--- config.mk ---
export PLATFORM = sky130hd
export DESIGN_NAME = sort_keys_with_tags_flat
export DESIGN_NICKNAME = d
export VERILOG_FILES = /design/src/hw/rtl/skt_pkg.sv /design/src/hw/rtl/skt_req_if.sv /design/src/hw/rtl/skt_rsp_if.sv /design/src/hw/rtl/skt_ram.sv /design/src/hw/rtl/sort_keys_with_tags.sv /design/src/flat_wrapper.sv
export SDC_FILE = /design/constraint.sdc
export NUM_CORES = 1
export LEC_CHECK = 0
export BUFFER_PORTS_ARGS = -buffer_cell sky130_fd_sc_hd__buf_2
export CORE_ASPECT_RATIO = 1.5
export CORE_UTILIZATION = 50
export DETAILED_ROUTE_END_ITERATION = 12
export PLACE_DENSITY = 0.75
export REMOVE_ABC_BUFFERS = 1
export SKIP_LAST_GASP = 1
export SLEW_MARGIN = 10
export SYNTH_ARGS = -nofsm -noshare
export SYNTH_HDL_FRONTEND = slang
export SYNTH_HIERARCHICAL = 1
export SYNTH_SLANG_ARGS = --single-unit
--- constraint.sdc ---
create_clock -name clock -period 3.3 [get_ports clock]
set_input_delay 0.66 -clock clock [delete_from_list [all_inputs] [get_ports clock]]
set_output_delay 0.66 -clock clock [all_outputs]
set_load 0.005 [all_outputs]
--- src/hw/rtl/skt_pkg.sv ---
package skt_pkg;

   // Fixed widths of the transaction fields.
   localparam int KEY_W = 8;
   localparam int TAG_W = 3;

   // Defaults for the top-level parameters.
   localparam int NUM_ENTRIES_DEFAULT = 8;
   localparam int KEY_BITS_DEFAULT    = 8;

endpackage

--- src/hw/rtl/skt_req_if.sv ---
interface skt_req_if;

   logic                      valid;
   logic                      ready;
   logic [skt_pkg::KEY_W-1:0] key;
   logic [skt_pkg::TAG_W-1:0] tag;
   logic                      last_in;

   modport source (output valid, output key, output tag, output last_in, input ready);
   modport sink   (input valid, input key, input tag, input last_in, output ready);

endinterface

--- src/hw/rtl/skt_rsp_if.sv ---
interface skt_rsp_if;

   logic                      valid;
   logic                      ready;
   logic [skt_pkg::KEY_W-1:0] sorted_key;
   logic [skt_pkg::TAG_W-1:0] sorted_tag;
   logic                      last_out;
   logic                      overflow;

   modport source (output valid, output sorted_key, output sorted_tag, output last_out,
                   output overflow, input ready);
   modport sink   (input valid, input sorted_key, input sorted_tag, input last_out,
                   input overflow, output ready);

endinterface

--- src/hw/rtl/skt_ram.sv ---
module skt_ram #(
   parameter int WIDTH = 11,
   parameter int DEPTH = 8
) (
   input  logic                     clock,
   input  logic                     wr_en,
   input  logic [$clog2(DEPTH)-1:0] wr_addr,
   input  logic [WIDTH-1:0]         wr_data,
   input  logic [$clog2(DEPTH)-1:0] rd_addr,
   output logic [WIDTH-1:0]         rd_data
);

   logic [WIDTH-1:0] mem_ff [DEPTH];
   logic [WIDTH-1:0] rd_data_ff;

   // Single write port, single read port; the read data is registered.
   always_ff @(posedge clock) begin
      if (wr_en) begin
         mem_ff[wr_addr] <= wr_data;
      end
      rd_data_ff <= mem_ff[rd_addr];
   end

   assign rd_data = rd_data_ff;

endmodule

--- src/hw/rtl/sort_keys_with_tags.sv ---
// Channel    Direction  Contents
// req_chan   in         key, tag, last_in      (valid/ready)
// rsp_chan   out        sorted_key, sorted_tag, last_out, overflow (valid/ready)
//
// A transaction into an empty store is written to slot zero, and one arriving at a full
// store is dropped; one into a set already holding entries walks down the memory one entry
// per cycle, moving each stored key greater than the new key up a slot. Emission reads one
// entry at a time, issuing the next read only once the last has reached the output register.
// Reset is synchronous and clears only the control state; every entry is written before it
// is read. Result stalls hold the emission; no input is taken during insertion or emission.
module sort_keys_with_tags #(
   parameter int NUM_ENTRIES = skt_pkg::NUM_ENTRIES_DEFAULT,
   parameter int KEY_BITS    = skt_pkg::KEY_BITS_DEFAULT
) (
   input  logic       clock,
   input  logic       reset,
   skt_req_if.sink    req_chan,
   skt_rsp_if.source  rsp_chan
);

   // Only the low KEY_BITS bits of the key take part, and the port carries at most
   // KEY_W bits, so the stored key is the narrower of the two.
   localparam int KW = (KEY_BITS < skt_pkg::KEY_W) ? KEY_BITS : skt_pkg::KEY_W;
   localparam int TW = skt_pkg::TAG_W;
   localparam int EW = KW + TW;
   localparam int AW = $clog2(NUM_ENTRIES);
   localparam int CW = $clog2(NUM_ENTRIES + 1);

   localparam logic [AW-1:0] IDX_ZERO  = '0;
   localparam logic [AW-1:0] IDX_ONE   = AW'(1);
   localparam logic [CW-1:0] CNT_ZERO  = '0;
   localparam logic [CW-1:0] CNT_ONE   = CW'(1);
   localparam logic [CW-1:0] CNT_FULL  = CW'(NUM_ENTRIES);

   // The controller either loads transactions (inserting each into the sorted store),
   // walks an insertion down the store, or emits the sorted set.
   typedef enum logic [2:0] {
      ST_LOAD  = 3'b001,
      ST_SHIFT = 3'b010,
      ST_EMIT  = 3'b100
   } state_type;

   state_type         state_ff, state_in;
   logic [CW-1:0]     count_ff, count_in;
   logic              dropped_ff, dropped_in;
   logic [AW-1:0]     wpos_ff, wpos_in;
   logic [EW-1:0]     new_ff, new_in;
   logic              set_last_ff, set_last_in;
   logic [AW-1:0]     emit_idx_ff, emit_idx_in;
   logic              pend_ff, pend_in;
   logic              pend_last_ff, pend_last_in;
   logic              pend_ovf_ff, pend_ovf_in;
   logic              out_valid_ff, out_valid_in;
   logic [skt_pkg::KEY_W-1:0] out_key_ff, out_key_in;
   logic [TW-1:0]     out_tag_ff, out_tag_in;
   logic              out_last_ff, out_last_in;
   logic              out_ovf_ff, out_ovf_in;

   logic              ram_we;
   logic [AW-1:0]     ram_waddr;
   logic [EW-1:0]     ram_wdata;
   logic [AW-1:0]     ram_raddr;
   logic [EW-1:0]     ram_rdata;

   logic              req_accept;
   logic              store_full;
   logic [EW-1:0]     req_entry;
   logic              greater;
   logic              issue;
   logic              final_issue;

   // The store holds {key, tag} pairs, kept in ascending key order at all times.
   skt_ram #(
      .WIDTH (EW),
      .DEPTH (NUM_ENTRIES)
   ) u_store (
      .clock   (clock),
      .wr_en   (ram_we),
      .wr_addr (ram_waddr),
      .wr_data (ram_wdata),
      .rd_addr (ram_raddr),
      .rd_data (ram_rdata)
   );

   assign req_chan.ready = (state_ff == ST_LOAD);
   assign req_accept     = req_chan.valid && req_chan.ready;
   assign store_full     = (count_ff == CNT_FULL);
   assign req_entry      = {req_chan.key[KW-1:0], req_chan.tag};

   // During the walk the read data is the entry just below the target slot. A strictly
   // greater key moves up; an equal key stays below, which keeps ties in load order.
   // At slot zero nothing lies below, so the new entry goes there.
   assign greater = (wpos_ff != IDX_ZERO) && (ram_rdata[EW-1:TW] > new_ff[EW-1:TW]);

   // A read is issued only when the output register is sure to be free by the time the
   // data arrives, so the pending entry always lands without a stall of its own.
   assign issue       = (state_ff == ST_EMIT) && !pend_ff && (!out_valid_ff || rsp_chan.ready);
   assign final_issue = ((CW'(emit_idx_ff) + CNT_ONE) == count_ff);

   always_comb begin
      state_in     = state_ff;
      count_in     = count_ff;
      dropped_in   = dropped_ff;
      wpos_in      = wpos_ff;
      new_in       = new_ff;
      set_last_in  = set_last_ff;
      emit_idx_in  = emit_idx_ff;
      pend_in      = 1'b0;
      pend_last_in = pend_last_ff;
      pend_ovf_in  = pend_ovf_ff;
      ram_we       = 1'b0;
      ram_waddr    = wpos_ff;
      ram_wdata    = new_ff;
      ram_raddr    = emit_idx_ff;

      unique case (state_ff)
         ST_LOAD: begin
            if (req_accept) begin
               set_last_in = req_chan.last_in;
               if (store_full) begin
                  // No room: the transaction is dropped, but its last flag still
                  // closes the set.
                  dropped_in = 1'b1;
                  if (req_chan.last_in) begin
                     state_in = ST_EMIT;
                  end
               end else if (count_ff == CNT_ZERO) begin
                  ram_we    = 1'b1;
                  ram_waddr = IDX_ZERO;
                  ram_wdata = req_entry;
                  count_in  = CNT_ONE;
                  if (req_chan.last_in) begin
                     state_in = ST_EMIT;
                  end
               end else begin
                  // Start the walk at the top of the set: target the first free slot
                  // and read the highest stored entry.
                  new_in    = req_entry;
                  wpos_in   = count_ff[AW-1:0];
                  ram_raddr = count_ff[AW-1:0] - IDX_ONE;
                  state_in  = ST_SHIFT;
               end
            end
         end
         ST_SHIFT: begin
            ram_we    = 1'b1;
            ram_waddr = wpos_ff;
            if (greater) begin
               ram_wdata = ram_rdata;
               wpos_in   = wpos_ff - IDX_ONE;
               ram_raddr = (wpos_ff - IDX_ONE) - IDX_ONE;
            end else begin
               ram_wdata = new_ff;
               count_in  = count_ff + CNT_ONE;
               state_in  = set_last_ff ? ST_EMIT : ST_LOAD;
            end
         end
         ST_EMIT: begin
            if (issue) begin
               ram_raddr    = emit_idx_ff;
               pend_in      = 1'b1;
               pend_last_in = final_issue;
               pend_ovf_in  = dropped_ff;
               emit_idx_in  = emit_idx_ff + IDX_ONE;
               if (final_issue) begin
                  // The set is finished; the last read is still in flight, but its
                  // flags are already captured, so a new set may begin loading.
                  emit_idx_in = IDX_ZERO;
                  count_in    = CNT_ZERO;
                  dropped_in  = 1'b0;
                  state_in    = ST_LOAD;
               end
            end
         end
         default: begin
            state_in = ST_LOAD;
         end
      endcase
   end

   // Output register: filled from the pending read, emptied when the sink takes it.
   always_comb begin
      out_valid_in = out_valid_ff;
      out_key_in   = out_key_ff;
      out_tag_in   = out_tag_ff;
      out_last_in  = out_last_ff;
      out_ovf_in   = out_ovf_ff;
      if (pend_ff) begin
         out_valid_in = 1'b1;
         out_key_in   = skt_pkg::KEY_W'(ram_rdata[EW-1:TW]);
         out_tag_in   = ram_rdata[TW-1:0];
         out_last_in  = pend_last_ff;
         out_ovf_in   = pend_ovf_ff;
      end else if (rsp_chan.ready) begin
         out_valid_in = 1'b0;
      end
   end

   always_ff @(posedge clock) begin
      if (reset) begin
         state_ff     <= ST_LOAD;
         count_ff     <= CNT_ZERO;
         dropped_ff   <= 1'b0;
         emit_idx_ff  <= IDX_ZERO;
         pend_ff      <= 1'b0;
         out_valid_ff <= 1'b0;
      end else begin
         state_ff     <= state_in;
         count_ff     <= count_in;
         dropped_ff   <= dropped_in;
         emit_idx_ff  <= emit_idx_in;
         pend_ff      <= pend_in;
         out_valid_ff <= out_valid_in;
      end
   end

   always_ff @(posedge clock) begin
      wpos_ff      <= wpos_in;
      new_ff       <= new_in;
      set_last_ff  <= set_last_in;
      pend_last_ff <= pend_last_in;
      pend_ovf_ff  <= pend_ovf_in;
      out_key_ff   <= out_key_in;
      out_tag_ff   <= out_tag_in;
      out_last_ff  <= out_last_in;
      out_ovf_ff   <= out_ovf_in;
   end

   assign rsp_chan.valid      = out_valid_ff;
   assign rsp_chan.sorted_key = out_key_ff;
   assign rsp_chan.sorted_tag = out_tag_ff;
   assign rsp_chan.last_out   = out_last_ff;
   assign rsp_chan.overflow   = out_ovf_ff;

`ifndef SYNTH
   // A pending read must never find the output register still occupied.
   a_pend_lands: assert property (@(posedge clock) disable iff (reset)
      pend_ff |-> !out_valid_ff)
      else $error("pending read found the output register occupied");

   // The fill count never exceeds the store depth.
   a_count_range: assert property (@(posedge clock) disable iff (reset)
      count_ff <= CNT_FULL)
      else $error("entry count beyond store depth");

   // Emission only runs on a non-empty set.
   a_emit_nonempty: assert property (@(posedge clock) disable iff (reset)
      (state_ff == ST_EMIT) |-> (count_ff != CNT_ZERO))
      else $error("emission started on an empty set");

   // The insertion target stays within the set being extended.
   a_walk_range: assert property (@(posedge clock) disable iff (reset)
      (state_ff == ST_SHIFT) |-> ((CW'(wpos_ff) <= count_ff) && !store_full))
      else $error("insertion walk outside the stored set");
`endif

endmodule

--- src/flat_wrapper.sv ---
// flat-port wrapper written by rule: the top's interface ports become plain ports
module sort_keys_with_tags_flat 
#(
   parameter int NUM_ENTRIES = skt_pkg::NUM_ENTRIES_DEFAULT,
   parameter int KEY_BITS    = skt_pkg::KEY_BITS_DEFAULT
)
  (clock, reset, req_chan_valid, req_chan_key, req_chan_tag, req_chan_last_in, req_chan_ready, rsp_chan_valid, rsp_chan_sorted_key, rsp_chan_sorted_tag, rsp_chan_last_out, rsp_chan_overflow, rsp_chan_ready);
  skt_req_if req_chan_i ();
  skt_rsp_if rsp_chan_i ();
  input  logic clock;
  input  logic reset;
  input wire logic [$bits(req_chan_i.valid)-1:0] req_chan_valid;
  input wire logic [$bits(req_chan_i.key)-1:0] req_chan_key;
  input wire logic [$bits(req_chan_i.tag)-1:0] req_chan_tag;
  input wire logic [$bits(req_chan_i.last_in)-1:0] req_chan_last_in;
  output wire logic [$bits(req_chan_i.ready)-1:0] req_chan_ready;
  output wire logic [$bits(rsp_chan_i.valid)-1:0] rsp_chan_valid;
  output wire logic [$bits(rsp_chan_i.sorted_key)-1:0] rsp_chan_sorted_key;
  output wire logic [$bits(rsp_chan_i.sorted_tag)-1:0] rsp_chan_sorted_tag;
  output wire logic [$bits(rsp_chan_i.last_out)-1:0] rsp_chan_last_out;
  output wire logic [$bits(rsp_chan_i.overflow)-1:0] rsp_chan_overflow;
  input wire logic [$bits(rsp_chan_i.ready)-1:0] rsp_chan_ready;
  assign req_chan_i.valid = req_chan_valid;
  assign req_chan_i.key = req_chan_key;
  assign req_chan_i.tag = req_chan_tag;
  assign req_chan_i.last_in = req_chan_last_in;
  assign req_chan_ready = req_chan_i.ready;
  assign rsp_chan_valid = rsp_chan_i.valid;
  assign rsp_chan_sorted_key = rsp_chan_i.sorted_key;
  assign rsp_chan_sorted_tag = rsp_chan_i.sorted_tag;
  assign rsp_chan_last_out = rsp_chan_i.last_out;
  assign rsp_chan_overflow = rsp_chan_i.overflow;
  assign rsp_chan_i.ready = rsp_chan_ready;
  sort_keys_with_tags #(.NUM_ENTRIES(NUM_ENTRIES), .KEY_BITS(KEY_BITS)) u_core (.clock(clock), .reset(reset), .req_chan(req_chan_i), .rsp_chan(rsp_chan_i));
endmodule
* Word-level counts from Yosys, hierarchy flattened
Memory sizes are Yosys's and may differ from the RTL's. A register that Yosys moved wholly into a read port is not among the register bits.
Index checks and enable logic that the tools add are counted.
** Word-level totals
- Flip-flop bits (word level) :: 43
- RAM bits :: 88
- Input port bits :: 16
- Memories kept :: 1
** Memory list
- u_core.u_store.mem_ff :: words 8, width 11, read ports 1, clocked after memory_dff 1, write ports 1, RTL line skt_ram.sv:13 : logic [WIDTH-1:0] mem_ff [DEPTH];
** Cells by class
- Add/sub/neg operators :: 6
- Magnitude comparators :: 1
- Eq/ne operators :: 14
- Mux-type cells :: 50
- Bitwise operators :: 3
- Reduce and logical (&&, ||, !) cells :: 21
** Operators with widths (count)
- two-way mux 3 bit :: 21
- two-way mux 11 bit :: 4
- two-way mux 4 bit :: 6
- one-hot mux 11 bit (2 select lines) :: 1
- two-way mux 1 bit :: 12
- inequality test 2 bit (second input constant) :: 6
- one-hot mux 3 bit (2 select lines) :: 2
- one-hot mux 4 bit (3 select lines) :: 1
- AND reduction 5 bit :: 2
- one-hot mux 3 bit (3 select lines) :: 1
- subtractor 3 x 1 -> 3 bit (second input constant) :: 3
- > comparator 8 bit :: 1
- AND reduction 4 bit :: 2
- AND reduction 7 bit :: 1
- inequality test 2 x 1 -> 1 bit (second input constant) :: 3
- nonzero test 2 bit :: 3
- nonzero test 3 bit :: 2
- adder 3 x 1 -> 4 bit (second input constant) :: 1
- adder 4 x 1 -> 4 bit (second input constant) :: 1
- == test 4 bit :: 1
- == test 4 bit (second input constant) :: 1
- logical AND 1 bit :: 4
- zero test 4 bit :: 1
- one-hot mux 1 bit (2 select lines) :: 2
- other kinds (9) :: 13

* Logic depth before layout (Yosys ltp)
- Depth in word-level cells :: 7
- Depth in mapped cells :: 12

* Cells and area by module
Netlist, hierarchy kept.
** By module, submodules not included
- skt_ram :: times used 1, cells each 150, area each 3657.3 um2, sequential area each 2862.7 um2
- sort_keys_with_tags :: times used 1, cells each 221, area each 2306.0 um2, sequential area each 1161.1 um2

* Least setup slack after synthesis
No wires, ideal clock.
- Path type :: flip-flop to flip-flop
- From :: register u_core.state_ff[1]
- To :: memory u_core.u_store.mem_ff[0][0], enable pin
- Library setup time :: 393 ps
- Data arrival time :: 2621 ps
- Data required time :: 2907 ps
- Path slack :: 286 ps
- Stages on the path, launching flop included :: 8
- Path buffers :: 1
- Period minus slack after synthesis :: 3014 ps
- Cell sequence :: dfxtp_1 -> nand2b_1 -> nor2_1 -> nand2_1 -> nor3_2 -> clkbuf_1 -> nor2_1 -> nor3_1
** RTL lines
- from (decl) :: RTL line sort_keys_with_tags.sv:43 : state_type state_ff, state_in;
- from (signal assigned) :: RTL line sort_keys_with_tags.sv:208 : state_ff <= state_in;
- == test 3 x 1 -> 1 bit * :: RTL line sort_keys_with_tags.sv:85 : assign req_chan.ready = (state_ff == ST_LOAD);
- net req_chan_ready :: RTL line flat_wrapper.sv:16 : output wire logic [$bits(req_chan_i.ready)-1:0] req_chan_ready;
- logical AND 1 bit :: RTL line sort_keys_with_tags.sv:86 : assign req_accept = req_chan.valid && req_chan.ready;
- two-way mux 3 bit :: RTL line sort_keys_with_tags.sv:118 : if (req_accept) begin
- two-way mux 3 bit * :: RTL line sort_keys_with_tags.sv:116 : unique case (state_ff)
- net u_core.ram_waddr[0] :: RTL line sort_keys_with_tags.sv:60 : logic [AW-1:0] ram_waddr;
- to (decl) :: RTL line skt_ram.sv:13
Mark *: on every way through the listed nets, which the timed path passes. The rest lies on a longest branch.

* Final worst setup path
- From :: register u_core.new_ff[10]
- To :: register u_core.u_store.rd_data_ff[2], in the netlist u_core/u_store/rd_data[2] (read register of u_core.u_store.mem_ff)
** Between the ends
- Longest elaborated chain between the ends :: 4
** Ends and longest elaborated chain
- from (decl) :: RTL line sort_keys_with_tags.sv:47 : logic [EW-1:0] new_ff, new_in;
- from (signal assigned) :: RTL line sort_keys_with_tags.sv:219 : new_ff <= new_in;
- > comparator 8 bit :: RTL line sort_keys_with_tags.sv:93 : assign greater = (wpos_ff != IDX_ZERO) && (ram_rdata[EW-1:TW] > new_ff[EW-1:TW]);
- logical AND 1 bit :: RTL line sort_keys_with_tags.sv:93
- two-way mux 3 bit :: RTL line sort_keys_with_tags.sv:148 : if (greater) begin
- one-hot mux 3 bit (2 select lines) :: RTL line sort_keys_with_tags.sv:116
- net u_core.ram_raddr[0] :: RTL line sort_keys_with_tags.sv:62 : logic [AW-1:0] ram_raddr;
- to (decl) :: RTL line skt_ram.sv:14 : logic [WIDTH-1:0] rd_data_ff;
The timed path passes the listed nets, and every way through them passes these cells.
A chain may end at the register's enable or synchronous reset.

==> results.json <==
{
  "status": "completed",
  "leakagePower_uw": 0.002529,
  "slew_violations": 0,
  "fin_crit_sh_pct": 96.60,
  "clkTransAtPathRegs_ns": 0.06,
  "yosysTopAreaCell": "edfxtp_1",
  "drive_gt1_share_pct": 25.89,
  "hpwl_um": 8245,
  "grt_usage_pct": 22.33,
  "ys_types": 49,
  "place_ws_ns": 0.2243,
  "yosysWarnings": 6,
  "area_growth_pct": 17.98,
  "cap_violations": 0,
  "drc": 0,
  "grt_pass1_vias": 3556,
  "core_area_um2": 11590,
  "worst_pin_slew_ns": 0.8120,
  "grt_max_degree": 26,
  "synthTopCellsByArea": "edfxtp_1 59%, mux4_1 9.7%, dfxtp_1 8.1%",
  "peakVddDrop_mv": 0.4677,
  "syn_area_um2": 5963,
  "synth_common_cells": "118 x edfxtp_1, 24 x dfxtp_1, 22 x mux4_1",
  "vias_per_cell": 5.885,
  "cts_buffers": 17,
  "design_area_um2": 7036,
  "clk_latency_ns": 0.42,
  "rows": 48,
  "relSlewSlack_pct": 45.79,
  "io_pins": 31,
  "required_ns": 3.61,
  "netlist_instances": 371,
  "cts_tree": "yes",
  "grt_first_pass_wirelength_um": 19370,
  "grt_overflow_total": 0,
  "io_buffers": 30,
  "nets": 466,
  "dieArea_um2": 12380,
  "synth_flop_cell": "edfxtp_1",
  "synth_edf_count": 118,
  "powerDensity_nw_per_um2": 740.7,
  "cp_max_fo": 25,
  "hold_path.class": "reg2reg",
  "cts.sinks": 142,
  "diodes": 0,
  "power.share.combinational_pct": 19.7,
  "rsz0062_at_grt": "false",
  "synth_top_cell_area_share_pct": 59.42,
  "r2r_slack_ns": 0.11,
  "hold_viol_final": 0,
  "yosys.cell_count.top_type": "edfxtp_1",
  "synth-seq-cells": 142,
  "syn_area_per_cell_um2": 16.07,
  "start_util_pct": 51.45,
  "seq_power_share_pct": 45.6,
  "swShare_pct": 27.90,
  "first_pass_iters": 5,
  "p_int_uw": 3757,
  "worstSetupPathType": "reg2reg",
  "cp.arrival_ns": 3.49,
  "setup_ws_ns": 0.1121,
  "die_width_um": 91.17,
  "drtIter0Drc": 268,
  "whs_ns": 0.4330,
  "htree_levels": 4,
  "p_sw_uw": 1454,
  "cts_resized": 0,
  "wire_per_inst_um": 21.32,
  "die_h_um": 135.8,
  "clockBufferDepth": 2,
  "ant_nets": 0,
  "routed_wl_um": 12750,
  "grt_antenna_before_repair": 0,
  "final-setup-viol-count": 0,
  "fmax_ghz": 0.3137,
  "gp_congestion": 0.8225,
  "dr_total_vias": 3519,
  "fin_crit_ns": 3.188,
  "yosysSeqAreaShare_pct": 67.48,
  "placed_area_um2": 6474,
  "end_kind": "flip-flop",
  "cts_hold_buf": 0,
  "cts_setup_buffers": 0,
  "crit_path_start_kind": "flip-flop",
  "p_clk_share_pct": 34.7,
  "fin_skew_ns": 0.007580,
  "synthArstFlopShare_pct": 0,
  "cts-root-buf": "clkbuf_16"
}
[cell families after synthesis]
family / after synthesis / share of synthesized area [%]
and+or+nand+nor: 75 / 6.652
xor gates and xnor gates: 7 / 1.028
DFF: 142 / 67.48
AOI/OAI and AO/OA: 61 / 7.113
buffers and inverters: 38 / 2.833
adders and majority gates: 14 / 2.938
muxes: 34 / 11.96
[layout make-up]
class / instances / area, µm²
repair buffers: 63 / 410.4
clock inverters: 14 / 136.4
flip-flops and latches: 142 / 4024
inverters: 21 / 78.83
fillers: 856 / 4556
clock buffers: 17 / 425.4
multi-input cells: 191 / 1773
well taps: 150 / 187.7
[worst max-delay path: stages (launching register included)]
cell and delay (ns):
edfxtp_1 0.36, inv_1 0.10, ha_1 0.27, nand4_1 0.14, o221ai_1 0.14, a31o_2 0.25, nor2b_2 0.14, buf_4 0.31
a221o_1 0.26, buf_12 0.21, mux4_1 0.60, mux2_2 0.28
[per-layer routing]
metal	wire length, µm	share of wire, %	GRT usage [%]
met2	6960	55	39.86
met5	0	0	0
met1	4615	36	23.44
met4	543	4.3	14.20
met3	629	4.9	5.499
[final timing paths]
kind                                         to                         start  depth (start not counted)
max           u_core/u_store/rd_data[2]$_DFF_P_   u_core/new_ff[10]$_DFFE_PP_                         11
min          u_core/rsp_chan.overflow$_DFFE_PP_  u_core/pend_ovf_ff$_DFFE_PP_                          0
max reg2reg   u_core/u_store/rd_data[2]$_DFF_P_   u_core/new_ff[10]$_DFFE_PP_                         11
min reg2reg  u_core/rsp_chan.overflow$_DFFE_PP_  u_core/pend_ovf_ff$_DFFE_PP_                          0
[through the flow]
| stage | instances | utilization [%] | total power (µW) | TNS [ns] |
|---|---|---|---|---|
| after floorplan | 354 | - | 3002 | -10.33 |
| after global placement | 567 | 55.85 | 3369 | 0 |
| after detailed placement | 567 | 55.85 | 3417 | 0 |
| after CTS | 598 | 60.70 | 5237 | 0 |
| after global routing | 598 | 60.70 | 5429 | 0 |
| final | 598 | 60.70 | 5211 | 0 |
[registers in the layout (all words and copies together), names as in the netlist, 3 cells and up]
| signal | cells |
|---|---|
| u_core/u_store/mem_ff | 88 |
| u_core/new_ff | 11 |
| u_core/u_store/rd_data | 11 |
| u_core/rsp_chan.sorted_key | 8 |
| u_core/count_ff | 4 |
| u_core/emit_idx_ff | 3 |
| u_core/rsp_chan.sorted_tag | 3 |
| u_core/state_ff | 3 |
| u_core/wpos_ff | 3 |
[cells in the final DEF, fill, tap and decap left out, drive strengths merged, types with 5 or more instances in the layout]
cell type  count
xnor2          5
buf           63
a211oi         5
dfxtp         24
edfxtp       118
o21ai         16
clkbuf        17
nand2b         6
mux2          12
a21oi         11
ha            14
clkinvlp       5
a22oi         11
mux4          22
nor3           8
inv           27
nor2          20
nand2         13
[power groups by stage]
stage               Combinational (µW)  Sequential (µW)  Clock (µW)
finish                            1030             2380        1810
floorplan                          632             2370           0
global placement                   968             2400           0
CTS                               1020             2380        1830
detailed placement                1000             2410           0
global route                      1120             2390        1920
Power figures use the tool's default switching activity.
